**config.mk**
```make
export PLATFORM = sky130hd
export DESIGN_NAME = dhg_scan
export DESIGN_NICKNAME = d
export VERILOG_FILES = /design/src/design/dhg_pkg.sv /design/src/design/dhg_scan.sv
export SDC_FILE = /design/constraint.sdc
export NUM_CORES = 2
export LEC_CHECK = 0
export ABC_AREA = 1
export BUFFER_PORTS_ARGS = -buffer_cell sky130_fd_sc_hd__buf_2
export CORE_ASPECT_RATIO = 0.6
export CORE_MARGIN = 1.5
export CORE_UTILIZATION = 40
export CTS_BUF_LIST = sky130_fd_sc_hd__clkbuf_16
export CTS_CLUSTER_SIZE = 20
export DETAILED_ROUTE_END_ITERATION = 7
export GPL_TIMING_DRIVEN = 0
export PLACE_DENSITY_LB_ADDON = 0.05
export REMOVE_ABC_BUFFERS = 1
export SYNTH_ARGS = -nofsm -noshare
export SYNTH_HDL_FRONTEND = slang
export SYNTH_SLANG_ARGS = --single-unit
```
**constraint.sdc**
```tcl
create_clock -name clk -period 25.5 [get_ports clk]
set_clock_uncertainty 0.05 [all_clocks]
set_input_delay 2.55 -clock clk [delete_from_list [all_inputs] [get_ports clk]]
set_output_delay 2.55 -clock clk [all_outputs]
set_load 0.005 [all_outputs]
```
**src/design/dhg_pkg.sv**
```systemverilog
// ----------------------------------------------------------------------------
// dhg_pkg: shared types and constants of the hit grouper
// Hit and photon payload structs, configuration set and register indexes.
// ----------------------------------------------------------------------------
package dhg_pkg;

  localparam int DEF_BUFFER_DEPTH = 64;
  localparam int DEF_MAX_HITS     = 8;

  localparam int REG_IDX_W = 2;
  localparam logic [REG_IDX_W-1:0] REG_RADIUS  = 2'd0;
  localparam logic [REG_IDX_W-1:0] REG_WINDOW  = 2'd1;
  localparam logic [REG_IDX_W-1:0] REG_OVERLAP = 2'd2;

  typedef struct packed {
    logic [11:0]        hit_region;
    logic [47:0]        hit_time;
    logic signed [15:0] hit_x;
    logic signed [15:0] hit_y;
    logic signed [15:0] hit_z;
    logic [23:0]        hit_energy;
    logic [23:0]        hit_missing_energy;
    logic [7:0]         hit_missing_count;
    logic               batch_last;
  } hit_t;

  typedef struct packed {
    logic [3:0]         photon_hits;
    logic [11:0]        photon_region;
    logic [47:0]        photon_time;
    logic signed [15:0] photon_x;
    logic signed [15:0] photon_y;
    logic signed [15:0] photon_z;
    logic [27:0]        photon_energy;
    logic [27:0]        photon_missing_energy;
    logic [11:0]        photon_missing_count;
    logic               batch_overflow;
    logic               photon_last;
  } photon_t;

  typedef struct packed {
    logic [31:0] radius_squared;
    logic [31:0] time_window;
    logic [31:0] overlap_time;
  } cfg_t;

  typedef struct packed {
    logic start;
    logic overflow;
  } go_t;

endpackage

```
**src/design/dhg_scan.sv**
```systemverilog
// ----------------------------------------------------------------------------
// dhg_scan: seed and candidate scan over the stored batch
// Builds photons one seed at a time and queues them, marking the last one.
// ----------------------------------------------------------------------------
module dhg_scan #(
  parameter int BUFFER_DEPTH = dhg_pkg::DEF_BUFFER_DEPTH,
  parameter int MAX_HITS = dhg_pkg::DEF_MAX_HITS,
  parameter int AW = $clog2(BUFFER_DEPTH),
  parameter int CW = $clog2(BUFFER_DEPTH + 1)
) (
  input  logic             clk,
  input  logic             rst,
  input  dhg_pkg::cfg_t    cfg,
  input  dhg_pkg::go_t     go,
  input  logic [CW-1:0]    count,
  output logic             done,
  output logic [AW-1:0]    raddr,
  input  dhg_pkg::hit_t    rdata,
  output logic             q_push,
  output dhg_pkg::photon_t q_data,
  input  logic             q_full
);
  import dhg_pkg::*;

  localparam int SW  = $clog2(MAX_HITS + 1);
  localparam int ESW = 24 + SW;
  localparam int MSW = 8 + SW;

  localparam logic [2:0] S_IDLE  = 3'd0;
  localparam logic [2:0] S_SEEK  = 3'd1;
  localparam logic [2:0] S_SEED  = 3'd2;
  localparam logic [2:0] S_CAND  = 3'd3;
  localparam logic [2:0] S_SQ    = 3'd4;
  localparam logic [2:0] S_DEC   = 3'd5;
  localparam logic [2:0] S_EMIT  = 3'd6;
  localparam logic [2:0] S_FLUSH = 3'd7;

  logic [2:0]  state;
  logic [CW-1:0] i;
  logic [CW-1:0] j;
  logic [BUFFER_DEPTH-1:0] taken;
  hit_t        seed;
  hit_t        cand;
  hit_t        first;
  logic [CW-1:0] members;
  logic [ESW-1:0] e_sum;
  logic [ESW-1:0] me_sum;
  logic [MSW-1:0] mc_sum;
  logic        have_pend;
  photon_t     pend;
  photon_t     cur;
  photon_t     marker;
  logic [31:0] sq_x, sq_y, sq_z;
  logic        same_region, past_stop, in_window;

  logic signed [16:0] dx, dy, dz;
  logic signed [33:0] px, py, pz;
  logic signed [49:0] dt;
  logic [49:0]        adt;
  logic [32:0]        stop;
  logic [33:0]        sq_sum;
  logic               near;

  assign dx = $signed({rdata.hit_x[15], rdata.hit_x}) - $signed({seed.hit_x[15], seed.hit_x});
  assign dy = $signed({rdata.hit_y[15], rdata.hit_y}) - $signed({seed.hit_y[15], seed.hit_y});
  assign dz = $signed({rdata.hit_z[15], rdata.hit_z}) - $signed({seed.hit_z[15], seed.hit_z});
  assign px = dx * dx;
  assign py = dy * dy;
  assign pz = dz * dz;
  assign dt = $signed({2'b00, rdata.hit_time}) - $signed({2'b00, seed.hit_time});
  assign adt = dt[49] ? 50'(-dt) : 50'(dt);
  assign stop = {1'b0, cfg.overlap_time} + {1'b0, cfg.time_window};
  assign sq_sum = {2'b00, sq_x} + {2'b00, sq_y} + {2'b00, sq_z};
  assign near = sq_sum < {2'b00, cfg.radius_squared};

  always_comb begin
    cur.photon_hits = (32'(members) > 15) ? 4'd15 : 4'(members);
    cur.photon_region = first.hit_region;
    cur.photon_time = first.hit_time;
    cur.photon_x = first.hit_x;
    cur.photon_y = first.hit_y;
    cur.photon_z = first.hit_z;
    cur.photon_energy = (32'(e_sum) > 32'h0FFF_FFFF) ? 28'hFFF_FFFF : 28'(e_sum);
    cur.photon_missing_energy =
      (32'(me_sum) > 32'h0FFF_FFFF) ? 28'hFFF_FFFF : 28'(me_sum);
    cur.photon_missing_count = (32'(mc_sum) > 32'h0FFF) ? 12'hFFF : 12'(mc_sum);
    cur.batch_overflow = go.overflow;
    cur.photon_last = 1'b0;
    marker = '0;
    marker.batch_overflow = go.overflow;
    marker.photon_last = 1'b1;
  end

  always_comb begin
    raddr  = (state == S_SEEK) ? i[AW-1:0] : j[AW-1:0];
    q_push = 1'b0;
    q_data = pend;
    done   = 1'b0;
    unique case (state)
      S_EMIT: begin
        q_push = (32'(members) <= MAX_HITS) && have_pend && !q_full;
      end
      S_FLUSH: begin
        q_push = !q_full;
        done   = !q_full;
        if (have_pend) begin
          q_data.photon_last = 1'b1;
        end else begin
          q_data = marker;
        end
      end
      default: begin
      end
    endcase
  end

  always_ff @(posedge clk) begin
    if (rst) begin
      state     <= S_IDLE;
      taken     <= '0;
      have_pend <= 1'b0;
      i         <= '0;
      j         <= '0;
    end else begin
      unique case (state)
        S_IDLE: begin
          if (go.start) begin
            i         <= '0;
            have_pend <= 1'b0;
            state     <= S_SEEK;
          end
        end
        S_SEEK: begin
          if (i == count) begin
            state <= S_FLUSH;
          end else if (taken[i[AW-1:0]]) begin
            i <= i + 1'b1;
          end else begin
            state <= S_SEED;
          end
        end
        S_SEED: begin
          taken[i[AW-1:0]] <= 1'b1;
          j     <= i + 1'b1;
          state <= S_CAND;
        end
        S_CAND: begin
          if (j == count) begin
            state <= S_EMIT;
          end else if (taken[j[AW-1:0]]) begin
            j <= j + 1'b1;
          end else begin
            state <= S_SQ;
          end
        end
        S_SQ: begin
          state <= S_DEC;
        end
        S_DEC: begin
          if (same_region && past_stop) begin
            state <= S_EMIT;
          end else begin
            if (same_region && near && in_window) begin
              taken[j[AW-1:0]] <= 1'b1;
            end
            j     <= j + 1'b1;
            state <= S_CAND;
          end
        end
        S_EMIT: begin
          if (32'(members) > MAX_HITS) begin
            i     <= i + 1'b1;
            state <= S_SEEK;
          end else if (!(have_pend && q_full)) begin
            have_pend <= 1'b1;
            i         <= i + 1'b1;
            state     <= S_SEEK;
          end
        end
        S_FLUSH: begin
          if (!q_full) begin
            taken <= '0;
            state <= S_IDLE;
          end
        end
        default: begin
          state <= S_IDLE;
        end
      endcase
    end
  end

  always_ff @(posedge clk) begin
    if (state == S_SEED) begin
      seed    <= rdata;
      first   <= rdata;
      members <= CW'(1);
      e_sum   <= ESW'(rdata.hit_energy);
      me_sum  <= ESW'(rdata.hit_missing_energy);
      mc_sum  <= MSW'(rdata.hit_missing_count);
    end
    if (state == S_SQ) begin
      cand        <= rdata;
      sq_x        <= px[31:0];
      sq_y        <= py[31:0];
      sq_z        <= pz[31:0];
      same_region <= rdata.hit_region == seed.hit_region;
      past_stop   <= dt > $signed({17'd0, stop});
      in_window   <= adt <= {18'd0, cfg.time_window};
    end
    if (state == S_DEC && same_region && !past_stop && near && in_window) begin
      members <= members + 1'b1;
      if (32'(members) < MAX_HITS) begin
        if (cand.hit_time < first.hit_time) begin
          first <= cand;
        end
        e_sum  <= e_sum + ESW'(cand.hit_energy);
        me_sum <= me_sum + ESW'(cand.hit_missing_energy);
        mc_sum <= mc_sum + MSW'(cand.hit_missing_count);
      end
    end
    if (state == S_EMIT && 32'(members) <= MAX_HITS && !(have_pend && q_full)) begin
      pend <= cur;
    end
  end

`ifndef SYNTHESIS
  a_no_push_full: assert property (@(posedge clk) disable iff (rst)
    q_push |-> !q_full) else $error("push into full queue");
  a_members_bound: assert property (@(posedge clk) disable iff (rst)
    (state == S_DEC || state == S_EMIT) |-> members <= count)
    else $error("member count beyond batch");
  a_cand_range: assert property (@(posedge clk) disable iff (rst)
    state == S_DEC |-> (j < count && j > i)) else $error("candidate index out of range");
  a_done_idle: assert property (@(posedge clk) disable iff (rst)
    done |=> state == S_IDLE) else $error("scan not idle after batch end");
`endif

endmodule

```
==> results.ini <==
[setup_path]
crit_type=in -> reg
crit_start=rdata[73]
reg2reg_from=seed[73]
ff2ff_setup_slack_ps=15540
ff2ff_path_depth=37
max_stage_delay_ps=980
path_max_fanout=10
path_delay_family=adder cells
end_kind=flop
critical_path.most_common_cell=nand2_1
start_kind=input pin
r2r-end=sq_y[29]
cp.buffers_inverters=9
crit_arrival_ps=12040
crit_slowest_cell=xor2_1
critPathRequiredTime_ps=25890

[sta]
hold_viol=0
fmax_mhz=85.8
slew_headroom=0.0994
fin_crit_ps=11650
setup_violations=0
rsz0062_at_grt=false
fin_crit_sh=0.457
final_max_slew_viol_count=0
setup-tns-final_ps=0
tightestPinTransition_ps=1350

[grt]
antenna_found_initial=43
grt_pass1_vias=58900
grt_pass1_wl_um=355000
gr-total-overflow=0
track_usage=0.238
grt_start_max_net_pins=121

[floorplanning]
die_area_um2=194000
core_area_um2=189000
row_count=123
die_w_um=567
initial_core_util=0.405
die_h_um=341
pin_count=463

[clock_tree]
cts_sinks=814
cts_setup_buffers=0
htreeDepth=3
cts_buffer_depth=3
cts_tree=built
clockRootBuffer=clkbuf_16
cts_hold_buffers=0
clk_latency_ps=730
cts_made_buffers=89
post_cts_resized=0
clk_pin_slew_ps=60

[min_path]
whs_path_depth=0
hp-class=reg -> reg
hp-start=cur[83]
holdPathEnd=pend[83]

[cells_and_area]
area_growth_pct=11.2
nets=11100
drive_gt1_frac=0.0802
fin_cells=12000
final_area_um2=84900

[place]
portBuffers=461
postPlaceCellArea_um2=81900
dp_cells=11800
gp_congestion=0.932
dpl.hpwl_um=187000

[synthesis]
syn_inst=8990
ys.flop_type=edfxtp_1
syn_avg_cell_area_um2=8.49
synth-edff-count=556
async_flop_share=0
synth.distinct_cells=64
synth-seq-cells=814
ys_seq_area_frac=0.286
syn_area_um2=76300
yosysWarnings=0

[routing]
ant_nets=0
drt_wl_total_um=229000
drt-wirelength-per-cell_um=19.1
via_per_inst=4.96
vias=59500
post-route-drc-count=0
firstDrtPassIters=6
drt_iter0_drc=4626

[outcome]
status=completed

[run]
drv_cap=0

[layout make-up]
cell class              instances  area (um^2)
diodes                         21         52.6
clock inverters                75          632
multi-input cells            5844        45700
well taps                    2500         3130
repair buffers                503         3180
clock buffers                  91         2280
inverters                    2145         8060
fillers                     18700       104000
flip-flops and latches        814        21900
[kinds of logic (layout without fill, tap and decap cells)]
group           after synthesis  in the layout  share of synthesized area
buf+inv                    2333           2814                      0.117
flops                       814            814                      0.286
fa+ha+maj                  1412           1412                      0.311
mux                          66             66                    0.00867
other cells                   2             24                  0.0000984
xor+xnor                    331            331                     0.0380
simple gates               2851           2851                      0.152
compound gates             1181           1181                     0.0864
[layer usage]
| metal | vias up | track usage | routed length [um] |
|---|---|---|---|
| li1 | 29000 | - | - |
| met1 | 28600 | 0.380 | 119000 |
| met2 | 1622 | 0.336 | 91200 |
| met3 | 224 | 0.0393 | 15400 |
| met4 | 6 | 0.0427 | 3560 |
| met5 | - | 0 | 38 |
[placed cells by master (no fill, tap or decap), types with 11 or more instances in the layout]
master	count
o21ai_0	289
dfxtp_1	258
o21ai_1	122
clkinv_1	21
nand2_2	19
a211oi_1	11
o21a_1	14
a21o_1	16
clkbuf_16	91
inv_2	24
or2_2	23
clkinv_2	15
nor3_1	49
buf_2	461
o22ai_1	106
o31ai_1	15
xor2_1	192
nor4_1	15
o21bai_1	16
o21ai_2	15
ha_1	598
a21oi_1	465
nand4_1	77
nand2_1	1528
nand3b_1	14
a21boi_0	13
nor2_2	19
a31oi_1	19
xnor2_1	135
fa_1	814
o211ai_1	20
nor2_1	817
diode_2	21
buf_12	31
inv_1	2136
mux2i_1	65
edfxtp_1	556
nand3_1	265
[through the flow]
stage	setup slack [ps]	util	hold slack, ps
after floorplan	4270	-	353
after global placement	-16030	0.429	360
after detailed placement	13410	0.434	360
after CTS	14000	0.450	373
after global routing	13130	0.450	385
final	13850	0.450	372
[synthesized netlist by cell type (25+ instances only)]
master	n	area [um^2]
a21oi_1	465	2330
buf_2	27	135
clkbuf_1	133	499
dfxtp_1	258	5160
edfxtp_1	556	16700
fa_1	814	16300
ha_1	598	7480
inv_1	2115	7940
inv_2	25	93.8
mux2i_1	65	651
nand2_1	1529	5740
nand3_1	265	1330
nand4_1	77	482
nor2_1	821	3080
nor3_1	49	245
o21ai_0	289	1450
o21ai_1	122	611
o22ai_1	106	663
xnor2_1	138	1210
xor2_1	193	1690
[flip-flops by register name, indices dropped and copies added, names as in the netlist, 12 cells and up]
name    count
me_sum     28
sq_y       31
seed      108
cur       108
taken      64
pend      181
mc_sum     12
cand      164
sq_x       31
sq_z       31
e_sum      28
[worst max path at each step]
stage | slack [ps] | end | cells after the start
after floorplan | 4270 | taken[0] | 8
after global placement | -16030 | taken[47] | 8
after detailed placement | 13410 | sq_y[29] | 39
after CTS | 14000 | sq_y[29] | 39
after global routing | 13130 | sq_y[29] | 39
final | 13850 | sq_y[29] | 39
Power is left out: the tool's default activity adds up to more than one toggle a clock period on the data nets, which glitch-free logic cannot reach.
