[config.mk]
export PLATFORM = sky130hd
export DESIGN_NAME = dhg_fifo
export DESIGN_NICKNAME = d
export VERILOG_FILES = /design/src/design/dhg_pkg.sv /design/src/design/dhg_fifo.sv
export SDC_FILE = /design/constraint.sdc
export NUM_CORES = 1
export LEC_CHECK = 0
export ABC_AREA = 1
export BUFFER_PORTS_ARGS = -buffer_cell sky130_fd_sc_hd__buf_4
export CORE_MARGIN = 3
export CORE_UTILIZATION = 50
export CTS_CLUSTER_DIAMETER = 40
export DETAILED_ROUTE_END_ITERATION = 16
export PLACE_DENSITY = 0.71
export SETUP_SLACK_MARGIN = 0.05
export SLEW_MARGIN = 20
export SYNTH_ARGS = -nofsm -noshare
export SYNTH_HDL_FRONTEND = slang
export SYNTH_SLANG_ARGS = --single-unit
export TNS_END_PERCENT = 1
[constraint.sdc]
create_clock -name clk -period 12.1 [get_ports clk]
set_input_delay 2.42 -clock clk [delete_from_list [all_inputs] [get_ports clk]]
set_output_delay 2.42 -clock clk [all_outputs]
set_load 0.05 [all_outputs]
[src/design/dhg_pkg.sv]
// ----------------------------------------------------------------------------
// dhg_pkg: shared types and constants of the hit grouper
// Hit and photon payload structs, configuration set and register indexes.
// ----------------------------------------------------------------------------
package dhg_pkg;

  localparam int DEF_BUFFER_DEPTH = 64;
  localparam int DEF_MAX_HITS     = 8;

  localparam int REG_IDX_W = 2;
  localparam logic [REG_IDX_W-1:0] REG_RADIUS  = 2'd0;
  localparam logic [REG_IDX_W-1:0] REG_WINDOW  = 2'd1;
  localparam logic [REG_IDX_W-1:0] REG_OVERLAP = 2'd2;

  typedef struct packed {
    logic [11:0]        hit_region;
    logic [47:0]        hit_time;
    logic signed [15:0] hit_x;
    logic signed [15:0] hit_y;
    logic signed [15:0] hit_z;
    logic [23:0]        hit_energy;
    logic [23:0]        hit_missing_energy;
    logic [7:0]         hit_missing_count;
    logic               batch_last;
  } hit_t;

  typedef struct packed {
    logic [3:0]         photon_hits;
    logic [11:0]        photon_region;
    logic [47:0]        photon_time;
    logic signed [15:0] photon_x;
    logic signed [15:0] photon_y;
    logic signed [15:0] photon_z;
    logic [27:0]        photon_energy;
    logic [27:0]        photon_missing_energy;
    logic [11:0]        photon_missing_count;
    logic               batch_overflow;
    logic               photon_last;
  } photon_t;

  typedef struct packed {
    logic [31:0] radius_squared;
    logic [31:0] time_window;
    logic [31:0] overlap_time;
  } cfg_t;

  typedef struct packed {
    logic start;
    logic overflow;
  } go_t;

endpackage

[src/design/dhg_fifo.sv]
// ----------------------------------------------------------------------------
// dhg_fifo: short photon queue
// Decouples the scan engine from the output receiver.
// ----------------------------------------------------------------------------
module dhg_fifo #(
  parameter int DEPTH = 4
) (
  input  logic             clk,
  input  logic             rst,
  input  logic             push,
  input  dhg_pkg::photon_t din,
  output logic             full,
  output logic             photon_valid,
  input  logic             photon_stall,
  output dhg_pkg::photon_t photon
);
  import dhg_pkg::*;

  localparam int PW = $clog2(DEPTH);
  localparam int NW = $clog2(DEPTH + 1);

  photon_t mem [DEPTH];
  logic [PW-1:0] wptr;
  logic [PW-1:0] rptr;
  logic [NW-1:0] fill;
  logic pop;

  assign full = 32'(fill) == DEPTH;
  assign photon_valid = fill != '0;
  assign pop = photon_valid && !photon_stall;
  assign photon = mem[rptr];

  always_ff @(posedge clk) begin
    if (push) begin
      mem[wptr] <= din;
    end
  end

  always_ff @(posedge clk) begin
    if (rst) begin
      wptr <= '0;
      rptr <= '0;
      fill <= '0;
    end else begin
      if (push) begin
        wptr <= (32'(wptr) == DEPTH - 1) ? '0 : wptr + 1'b1;
      end
      if (pop) begin
        rptr <= (32'(rptr) == DEPTH - 1) ? '0 : rptr + 1'b1;
      end
      fill <= fill + NW'(push) - NW'(pop);
    end
  end

endmodule
==> impl_metrics.prom, run 1 <==
# TYPE chip_impl_metric gauge
chip_impl_metric{name="critPathBufInv",unit=""} 3
chip_impl_metric{name="detailedRoute.firstPassIterationCount",unit=""} 5
chip_impl_info{name="yosys.cell_count.top_type",value="sky130_fd_sc_hd__edfxtp_1"} 1
chip_impl_metric{name="yosysSeqAreaShare",unit=""} 0.808
chip_impl_info{name="status",value="finished clean"} 1
chip_impl_metric{name="antenna_found_initial",unit=""} 5
chip_impl_metric{name="insertion_delay",unit="ps"} 620
chip_impl_metric{name="grt_max_degree",unit=""} 195
chip_impl_metric{name="worst_setup_skew_after_layout",unit="ps"} 11.3
chip_impl_metric{name="total_area_of_multi_input_combinational_cells",unit="um^2"} 4560
chip_impl_metric{name="vias_per_inst",unit=""} 5.59
chip_impl_metric{name="vias_in_the_first_global_route",unit=""} 16000
chip_impl_info{name="clockRootBuffer",value="sky130_fd_sc_hd__clkbuf_16"} 1
chip_impl_metric{name="drive_gt1_frac",unit=""} 0.239
chip_impl_metric{name="fmax",unit="MHz"} 163
chip_impl_metric{name="dpl.hpwl",unit="um"} 33800
chip_impl_metric{name="slowest_delay",unit="ps"} 830
chip_impl_info{name="setup.worst_path.start_class",value="flop"} 1
chip_impl_metric{name="route.vias.total",unit=""} 16500
chip_impl_metric{name="die_h",unit="um"} 240
chip_impl_metric{name="ant_nets",unit=""} 0
chip_impl_metric{name="postSynthCellCount",unit=""} 1824
chip_impl_metric{name="grt.overflow.total",unit=""} 0
chip_impl_metric{name="irDropWorstVdd",unit="mV"} 0.246
chip_impl_metric{name="worst_setup_hold_path_clk_slew",unit="ps"} 60
chip_impl_metric{name="finalWorstPathRequiredPeriod",unit="ps"} 6150
chip_impl_metric{name="detailedRoute.firstIterationViolations",unit=""} 1093
chip_impl_metric{name="rrSetupSlack",unit="ps"} 9540
chip_impl_info{name="crit_chain",value="clkinv_8, buf_4, o21ai_1, o22ai_1, buf_4"} 1
chip_impl_metric{name="worst_slew_pin_slew",unit="ps"} 1120
chip_impl_metric{name="critical_path_cell_count",unit=""} 5
chip_impl_metric{name="detail_route.drc_violations",unit=""} 0
chip_impl_metric{name="syn-cell-area",unit="um^2"} 27300
chip_impl_metric{name="yosysTopAreaCellShare",unit=""} 0.802
chip_impl_metric{name="unique_cell_type_count_in_the_yosys_netlist",unit=""} 21
chip_impl_info{name="tritoncts",value="done"} 1
chip_impl_metric{name="cp_data_required_time",unit="ps"} 9680
chip_impl_metric{name="routabilityCongestion",unit=""} 0.752
chip_impl_metric{name="buffer_ports.inserted",unit=""} 369
chip_impl_info{name="cp_slowest_cell",value="sky130_fd_sc_hd__dfxtp_4"} 1
chip_impl_info{name="grt_setup_unrepaired",value="no"} 1
chip_impl_metric{name="area_growth_syn_to_layout",unit="%"} 22.7
chip_impl_metric{name="ys_async_sr_fraction",unit=""} 0
chip_impl_metric{name="top_level_ports",unit=""} 370
chip_impl_metric{name="min_delay_path_depth",unit=""} 2
chip_impl_metric{name="timing.final.crit_share",unit=""} 0.508
chip_impl_metric{name="drv.max_cap_violation_count",unit=""} 0
chip_impl_info{name="synthFlopType",value="sky130_fd_sc_hd__edfxtp_1"} 1
chip_impl_metric{name="cts_hold_repair.buffers",unit=""} 0
chip_impl_metric{name="yosysWarningCount",unit=""} 0
chip_impl_metric{name="cts_resized",unit=""} 0
chip_impl_metric{name="max_slew_margin",unit=""} 0.256
chip_impl_metric{name="worstPathMaxFanout",unit=""} 173
chip_impl_info{name="synth_area_leaders",value="sky130_fd_sc_hd__edfxtp_1 (80%), sky130_fd_sc_hd__nor2_1 (5.2%), sky130_fd_sc_hd__o22ai_1 (4.2%)"} 1
chip_impl_info{name="crit_path_end_kind",value="output port"} 1
chip_impl_metric{name="register_area",unit="um^2"} 22000
chip_impl_metric{name="finalWirelength",unit="um"} 61100
chip_impl_metric{name="slew_violations",unit=""} 0
chip_impl_metric{name="cts_setup_buffers",unit=""} 0
chip_impl_metric{name="post_syn_nets",unit=""} 2017
chip_impl_metric{name="timing.critical_path.arrival",unit="ps"} 3730
chip_impl_metric{name="floorplan.die_area",unit="um^2"} 57400
chip_impl_metric{name="starting_density_of_the_core",unit=""} 0.512
chip_impl_metric{name="cell_count_post_placement",unit=""} 2776
chip_impl_metric{name="cts.sinks",unit=""} 737
chip_impl_metric{name="synth_edf_count",unit=""} 728
chip_impl_metric{name="finish.net_count",unit=""} 2373
chip_impl_metric{name="design.core.area",unit="um^2"} 53300
chip_impl_metric{name="fillerInstances",unit=""} 3815
chip_impl_metric{name="wl_per_cell",unit="um"} 20.8
chip_impl_metric{name="post_synth.cell_area_avg",unit="um^2"} 14.9
chip_impl_metric{name="fin_cells",unit=""} 2943
chip_impl_info{name="timing.critical_path.mode_cell",value="sky130_fd_sc_hd__buf_4"} 1
chip_impl_info{name="synthTopCellsByCount",value="sky130_fd_sc_hd__edfxtp_1 (728), sky130_fd_sc_hd__nor2_1 (376), sky130_fd_sc_hd__o21ai_0 (188)"} 1
chip_impl_info{name="timing_worst_setup_path_type",value="reg -> out"} 1
chip_impl_metric{name="number_of_hold_violations_in_the_final_report",unit=""} 0
chip_impl_metric{name="htree_num_levels",unit=""} 3
chip_impl_metric{name="globalRouteTotalUtil",unit=""} 0.208
chip_impl_metric{name="std_cell_rows",unit=""} 84
chip_impl_metric{name="worst_reg2reg_path_length_in_cells",unit=""} 5
chip_impl_info{name="hold_class",value="reg -> reg"} 1
chip_impl_metric{name="power_leakage",unit="nW"} 11.7
chip_impl_metric{name="max-clock-path-buffers",unit=""} 3
chip_impl_info{name="crit_family",value="buffers and inverters"} 1
chip_impl_metric{name="power.density_cell_area",unit="nW/um^2"} 246
chip_impl_metric{name="chipWidth",unit="um"} 240
chip_impl_metric{name="setup_total_negative_slack",unit="ps"} 0
chip_impl_metric{name="synth-seq-cells",unit=""} 737
chip_impl_metric{name="numCtsBuffers",unit=""} 90
chip_impl_metric{name="grt_pass1_wl",unit="um"} 90800
chip_impl_metric{name="finalSetupViolations",unit=""} 0
chip_impl_info{name="post-synth-top-area-cell",value="sky130_fd_sc_hd__edfxtp_1"} 1
[kinds of logic after synthesis]
| kind of cell | after synthesis | share of synthesized area |
|---|---|---|
| AOI/OAI and AO/OA | 551 | 0.109 |
| xor gates and xnor gates | 1 | 0.000321 |
| adders and majority gates | 7 | 0.00349 |
| buffers and inverters | 137 | 0.0243 |
| DFF | 737 | 0.808 |
| and+or+nand+nor | 391 | 0.0541 |
[routing by layer]
layer  share of wire  wire (um)  global-route usage  vias to the layer above
met5         0.00020         12                   0                        -
met4           0.028       1700              0.0749                        2
met3           0.092       5640              0.0678                      110
met2            0.49      30100               0.338                      560
met1            0.39      23600               0.265                     8115
li1                -          -                   -                     7667
[layout by cell type (no fill, tap or decap)]
| master | netlist | layout |
|---|---|---|
| sky130_fd_sc_hd__a21oi_1 | 3 | 3 |
| sky130_fd_sc_hd__buf_12 | 0 | 1 |
| sky130_fd_sc_hd__buf_4 | 11 | 383 |
| sky130_fd_sc_hd__bufinv_16 | 0 | 7 |
| sky130_fd_sc_hd__clkbuf_1 | 45 | 11 |
| sky130_fd_sc_hd__clkbuf_16 | 0 | 93 |
| sky130_fd_sc_hd__clkinv_1 | 0 | 7 |
| sky130_fd_sc_hd__clkinv_16 | 0 | 1 |
| sky130_fd_sc_hd__clkinv_2 | 0 | 11 |
| sky130_fd_sc_hd__clkinv_4 | 0 | 14 |
| sky130_fd_sc_hd__clkinv_8 | 0 | 3 |
| sky130_fd_sc_hd__clkinvlp_4 | 0 | 9 |
| sky130_fd_sc_hd__dfxtp_1 | 9 | 7 |
| sky130_fd_sc_hd__dfxtp_4 | 0 | 2 |
| sky130_fd_sc_hd__diode_2 | 0 | 4 |
| sky130_fd_sc_hd__edfxtp_1 | 728 | 728 |
| sky130_fd_sc_hd__fa_1 | 1 | 1 |
| sky130_fd_sc_hd__ha_1 | 6 | 6 |
| sky130_fd_sc_hd__inv_1 | 16 | 11 |
| sky130_fd_sc_hd__inv_6 | 0 | 10 |
| sky130_fd_sc_hd__inv_8 | 0 | 3 |
| sky130_fd_sc_hd__nand2_1 | 11 | 11 |
| sky130_fd_sc_hd__nand3_1 | 1 | 1 |
| sky130_fd_sc_hd__nand3b_1 | 1 | 1 |
| sky130_fd_sc_hd__nor2_1 | 376 | 376 |
| sky130_fd_sc_hd__nor3_1 | 2 | 2 |
| sky130_fd_sc_hd__o21ai_0 | 188 | 188 |
| sky130_fd_sc_hd__o21ai_1 | 178 | 178 |
| sky130_fd_sc_hd__o22ai_1 | 182 | 182 |
| sky130_fd_sc_hd__xnor2_1 | 1 | 1 |
[through the flow]
stage | instance area, um^2 | power, mW | util | worst slack [ps] | hold slack [ps]
detailed placement | 30500 | 5.68 | 0.572 | 6680 | 500
floorplan | 27300 | 4.87 | - | 5610 | 468
finish | 33500 | 8.23 | 0.628 | 5950 | 501
global placement | 30500 | 5.65 | 0.572 | 6720 | 486
global route | 33500 | 8.55 | 0.628 | 5670 | 548
CTS | 33500 | 8.29 | 0.628 | 5990 | 514
[state kept, by name (all words and copies together), names as in the netlist, named ones only]
signal	count
mem	728
rptr	2
fill	3
wptr	2
[worst register-to-register path: stages (launching register included)]
cell and delay [ps]:
sky130_fd_sc_hd__dfxtp_1 350, sky130_fd_sc_hd__inv_1 90, sky130_fd_sc_hd__ha_1 150, sky130_fd_sc_hd__nand2_1 90
sky130_fd_sc_hd__clkinv_4 550, sky130_fd_sc_hd__buf_4 900
[path summary, 6_finish.rpt]
kind / endpoint / startpoint
setup / recovery: photon[35] / flop
hold / removal: flop / rptr[1]
setup reg to reg: mem[0][159] / wptr[0]
hold reg to reg: flop / rptr[1]
[power by group]
| part | total [mW] | internal, mW | switching [mW] | leakage [nW] |
|---|---|---|---|---|
| Clock | 2.61 | 1.58 | 1.04 | 1.44 |
| Sequential | 2.99 | 2.93 | 0.0601 | 6.76 |
| Combinational | 2.63 | 0.686 | 1.95 | 3.50 |
| Total | 8.23 | 5.19 | 3.04 | 11.7 |
[final cells by class]
cell class | instances | share of cell area
flip-flops and latches | 737 | 0.659
multi-input cells | 950 | 0.136
repair buffers | 384 | 0.0865
clock buffers | 104 | 0.0708
well taps | 688 | 0.0257
clock inverters | 59 | 0.0185
inverters | 17 | 0.00310
diodes | 4 | 0.000299
No activity file was read; power rests on OpenSTA's default activity.
==> run 2, diff against run 1 <==
- ABC_AREA: 1 -> 0
- clock period: 12.1 -> 6 ns (I/O delays scaled with it)
==> impl_metrics.prom, run 2 <==
# TYPE chip_impl_metric gauge
chip_impl_metric{name="grt.overflow.total",unit=""} 0
chip_impl_info{name="grt_setup_unrepaired",value="no"} 1
chip_impl_metric{name="die_h",unit="um"} 237
chip_impl_metric{name="synthesized_area_fraction_occupied_by_xor_and_xnor_cells",unit=""} 0.000655
chip_impl_info{name="hold_class",value="reg -> reg"} 1
chip_impl_metric{name="unique_cell_type_count_in_the_yosys_netlist",unit=""} 23
chip_impl_metric{name="wl_per_cell",unit="um"} 23.7
chip_impl_info{name="layout_common_cells",value="sky130_fd_sc_hd__edfxtp_1 (728), sky130_fd_sc_hd__buf_4 (377), sky130_fd_sc_hd__mux4_2 (182)"} 1
chip_impl_info{name="timing_worst_setup_path_type",value="reg -> out"} 1
chip_impl_metric{name="std_cell_rows",unit=""} 84
chip_impl_metric{name="fmax",unit="MHz"} 243
chip_impl_metric{name="design.core.area",unit="um^2"} 52800
chip_impl_info{name="yosys.cell_count.top_type",value="sky130_fd_sc_hd__edfxtp_1"} 1
chip_impl_info{name="largest_family_of_logic_cells_by_synthesized_area",value="multiplexers"} 1
chip_impl_metric{name="final_cell_area",unit="um^2"} 33300
chip_impl_metric{name="power.density_cell_area",unit="nW/um^2"} 433
chip_impl_metric{name="slew_violations",unit=""} 0
chip_impl_info{name="synthFlopType",value="sky130_fd_sc_hd__edfxtp_1"} 1
chip_impl_info{name="status",value="finished clean"} 1
chip_impl_metric{name="yosysSeqAreaShare",unit=""} 0.824
chip_impl_info{name="clockRootBuffer",value="sky130_fd_sc_hd__clkbuf_16"} 1
chip_impl_metric{name="worst_reg2reg_path_length_in_cells",unit=""} 3
chip_impl_metric{name="ant_nets",unit=""} 0
chip_impl_metric{name="route.vias.total",unit=""} 12000
chip_impl_metric{name="cell_count_post_placement",unit=""} 2030
chip_impl_metric{name="max-clock-path-buffers",unit=""} 3
chip_impl_metric{name="syn-cell-area",unit="um^2"} 26700
chip_impl_metric{name="post_syn_nets",unit=""} 1191
chip_impl_metric{name="final_core_util",unit=""} 0.631
chip_impl_metric{name="dpl.hpwl",unit="um"} 30800
chip_impl_metric{name="timing.critical_path.arrival",unit="ps"} 2910
chip_impl_metric{name="finalWirelength",unit="um"} 52000
chip_impl_metric{name="finish.net_count",unit=""} 1626
chip_impl_metric{name="detailedRoute.firstPassIterationCount",unit=""} 4
chip_impl_metric{name="post_synth.cell_area_avg",unit="um^2"} 26.8
chip_impl_metric{name="worst_setup_hold_path_clk_slew",unit="ps"} 50
chip_impl_metric{name="yosysTopAreaCellShare",unit=""} 0.818
chip_impl_metric{name="vias_in_the_first_global_route",unit=""} 12900
chip_impl_metric{name="numCtsBuffers",unit=""} 89
chip_impl_metric{name="cts_hold_repair.buffers",unit=""} 0
chip_impl_metric{name="irDropWorstVdd",unit="mV"} 0.297
chip_impl_info{name="crit_path_end_kind",value="output port"} 1
chip_impl_info{name="synth_area_leaders",value="sky130_fd_sc_hd__edfxtp_1 (82%), sky130_fd_sc_hd__mux4_2 (15%), sky130_fd_sc_hd__buf_6 (0.84%)"} 1
chip_impl_metric{name="fin_cells",unit=""} 2192
chip_impl_metric{name="worst_slew_pin_slew",unit="ps"} 1130
chip_impl_metric{name="number_of_hold_violations_in_the_final_report",unit=""} 0
chip_impl_metric{name="routabilityCongestion",unit=""} 0.731
chip_impl_metric{name="top_level_ports",unit=""} 370
chip_impl_metric{name="insertion_delay",unit="ps"} 630
chip_impl_info{name="final_common_cell",value="sky130_fd_sc_hd__edfxtp_1"} 1
chip_impl_metric{name="synth-seq-cells",unit=""} 737
chip_impl_info{name="tritoncts",value="done"} 1
chip_impl_metric{name="vias_per_inst",unit=""} 5.46
chip_impl_info{name="setup.worst_path.start_class",value="flop"} 1
chip_impl_metric{name="cts_setup_buffers",unit=""} 0
chip_impl_metric{name="worstPathMaxFanout",unit=""} 48
chip_impl_metric{name="drive_gt1_frac",unit=""} 0.474
chip_impl_metric{name="htree_num_levels",unit=""} 3
chip_impl_metric{name="yosysWarningCount",unit=""} 0
chip_impl_metric{name="cts.sinks",unit=""} 737
chip_impl_metric{name="postSynthCellCount",unit=""} 998
chip_impl_metric{name="synth_edf_count",unit=""} 728
chip_impl_info{name="largest-register",value="mem"} 1
chip_impl_info{name="post-synth-top-area-cell",value="sky130_fd_sc_hd__edfxtp_1"} 1
chip_impl_metric{name="power_leakage",unit="nW"} 11.2
chip_impl_metric{name="finalWorstPathRequiredPeriod",unit="ps"} 4110
chip_impl_metric{name="min_delay_path_depth",unit=""} 2
chip_impl_metric{name="post_synth_mux_area_share",unit=""} 0.154
chip_impl_metric{name="antenna_found_initial",unit=""} 9
chip_impl_metric{name="setup_total_negative_slack",unit="ps"} 0
chip_impl_metric{name="grt_pass1_wl",unit="um"} 78700
chip_impl_metric{name="yosys.area_share.adder",unit=""} 0.00356
chip_impl_metric{name="synth_compound_gate_area_share",unit=""} 0.00112
chip_impl_metric{name="post_dp_cell_area",unit="um^2"} 30300
chip_impl_metric{name="setup_slack",unit="ps"} 1890
chip_impl_metric{name="detail_route.drc_violations",unit=""} 0
chip_impl_metric{name="area_growth_syn_to_layout",unit="%"} 24.4
chip_impl_metric{name="finalSetupViolations",unit=""} 0
chip_impl_metric{name="globalRouteTotalUtil",unit=""} 0.186
chip_impl_metric{name="floorplan.die_area",unit="um^2"} 56300
chip_impl_metric{name="starting_density_of_the_core",unit=""} 0.507
chip_impl_metric{name="synth-simple-area-share",unit=""} 0.00351
chip_impl_metric{name="cts_resized",unit=""} 0
chip_impl_metric{name="timing.final.crit_share",unit=""} 0.686
chip_impl_metric{name="drv.max_cap_violation_count",unit=""} 0
chip_impl_metric{name="max_slew_margin",unit=""} 0.244
chip_impl_metric{name="chipWidth",unit="um"} 237
chip_impl_metric{name="largest_register_ffs",unit=""} 728
chip_impl_metric{name="detailedRoute.firstIterationViolations",unit=""} 765
chip_impl_info{name="synthTopCellsByCount",value="sky130_fd_sc_hd__edfxtp_1 (728), sky130_fd_sc_hd__mux4_2 (182), sky130_fd_sc_hd__buf_6 (20)"} 1
chip_impl_metric{name="buffer_ports.inserted",unit=""} 369
chip_impl_metric{name="fillerInstances",unit=""} 3503
chip_impl_metric{name="grt_max_degree",unit=""} 154
chip_impl_metric{name="ys_async_sr_fraction",unit=""} 0
chip_impl_info{name="layout_top_registers",value="mem: 728 flops, fill: 3 flops"} 1
chip_impl_metric{name="cp_data_required_time",unit="ps"} 4800
chip_impl_metric{name="place_worst_setup_slack",unit="ps"} 2400
chip_impl_metric{name="worst_setup_skew_after_layout",unit="ps"} 10.5
run 2: cell count changes in the layout (fill, tap and decap cells not counted), moves of 6 or more:
cell,delta
sky130_fd_sc_hd__nor2_1,-372
sky130_fd_sc_hd__o21ai_0,-186
sky130_fd_sc_hd__mux4_2,+182
sky130_fd_sc_hd__o22ai_1,-182
sky130_fd_sc_hd__o21ai_1,-178
sky130_fd_sc_hd__nand2_1,-9
sky130_fd_sc_hd__buf_12,+7
sky130_fd_sc_hd__clkinv_4,-7
sky130_fd_sc_hd__inv_1,-7
sky130_fd_sc_hd__buf_4,-6
run 2: kinds of logic after synthesis:
logic type	after synthesis
simple gates	17
flops	737
xor+xnor	2
fa+ha+maj	7
mux	184
buf+inv	45
compound gates	6
run 2: metal layers:
layer,track usage,up-vias,share of wire
met4,0.0634,16,0.021
met5,0,-,0.0020
li1,-,5228,-
met1,0.249,6251,0.40
met3,0.0659,90,0.085
met2,0.289,376,0.50
run 2: path summary, 6_finish.rpt:
kind	from	slack, ps	endpoint
hold / removal	rptr[1]	520	flop
setup reg to reg	wptr[0]	3570	mem[3][31]
hold reg to reg	rptr[1]	520	flop
setup / recovery	flop	1890	photon[145]
run 2: through the flow:
stage / total power, mW / hold slack [ps]
final: 14.4 / 518
after global routing: 14.9 / 554
after CTS: 14.6 / 526
after detailed placement: 9.30 / 517
after global placement: 9.27 / 500
after floorplan: 8.40 / 493
run 2: power by group:
| group | switching (mW) | leakage [nW] | total (mW) | internal (mW) |
|---|---|---|---|---|
| Combinational | 1.99 | 2.97 | 3.11 | 1.11 |
| Clock | 2.10 | 1.44 | 5.26 | 3.15 |
| Sequential | 0.120 | 6.76 | 6.04 | 5.92 |
run 2: critical path: stages (launching register included):
cell and delay (ps):
sky130_fd_sc_hd__dfxtp_4 960, sky130_fd_sc_hd__buf_12 420, sky130_fd_sc_hd__mux4_2 610, sky130_fd_sc_hd__buf_4 220
run 2: area by class of cell:
cell class	count	area (um^2)	area share
multi-input combinational	216	4370	0.131
clock inverter	61	699	0.0210
inverter	4	15.0	0.000451
timing repair buffer	385	2990	0.0899
sequential	737	22000	0.663
clock buffer	100	2290	0.0688
tap	688	861	0.0259
antenna	1	2.50	0.0000752
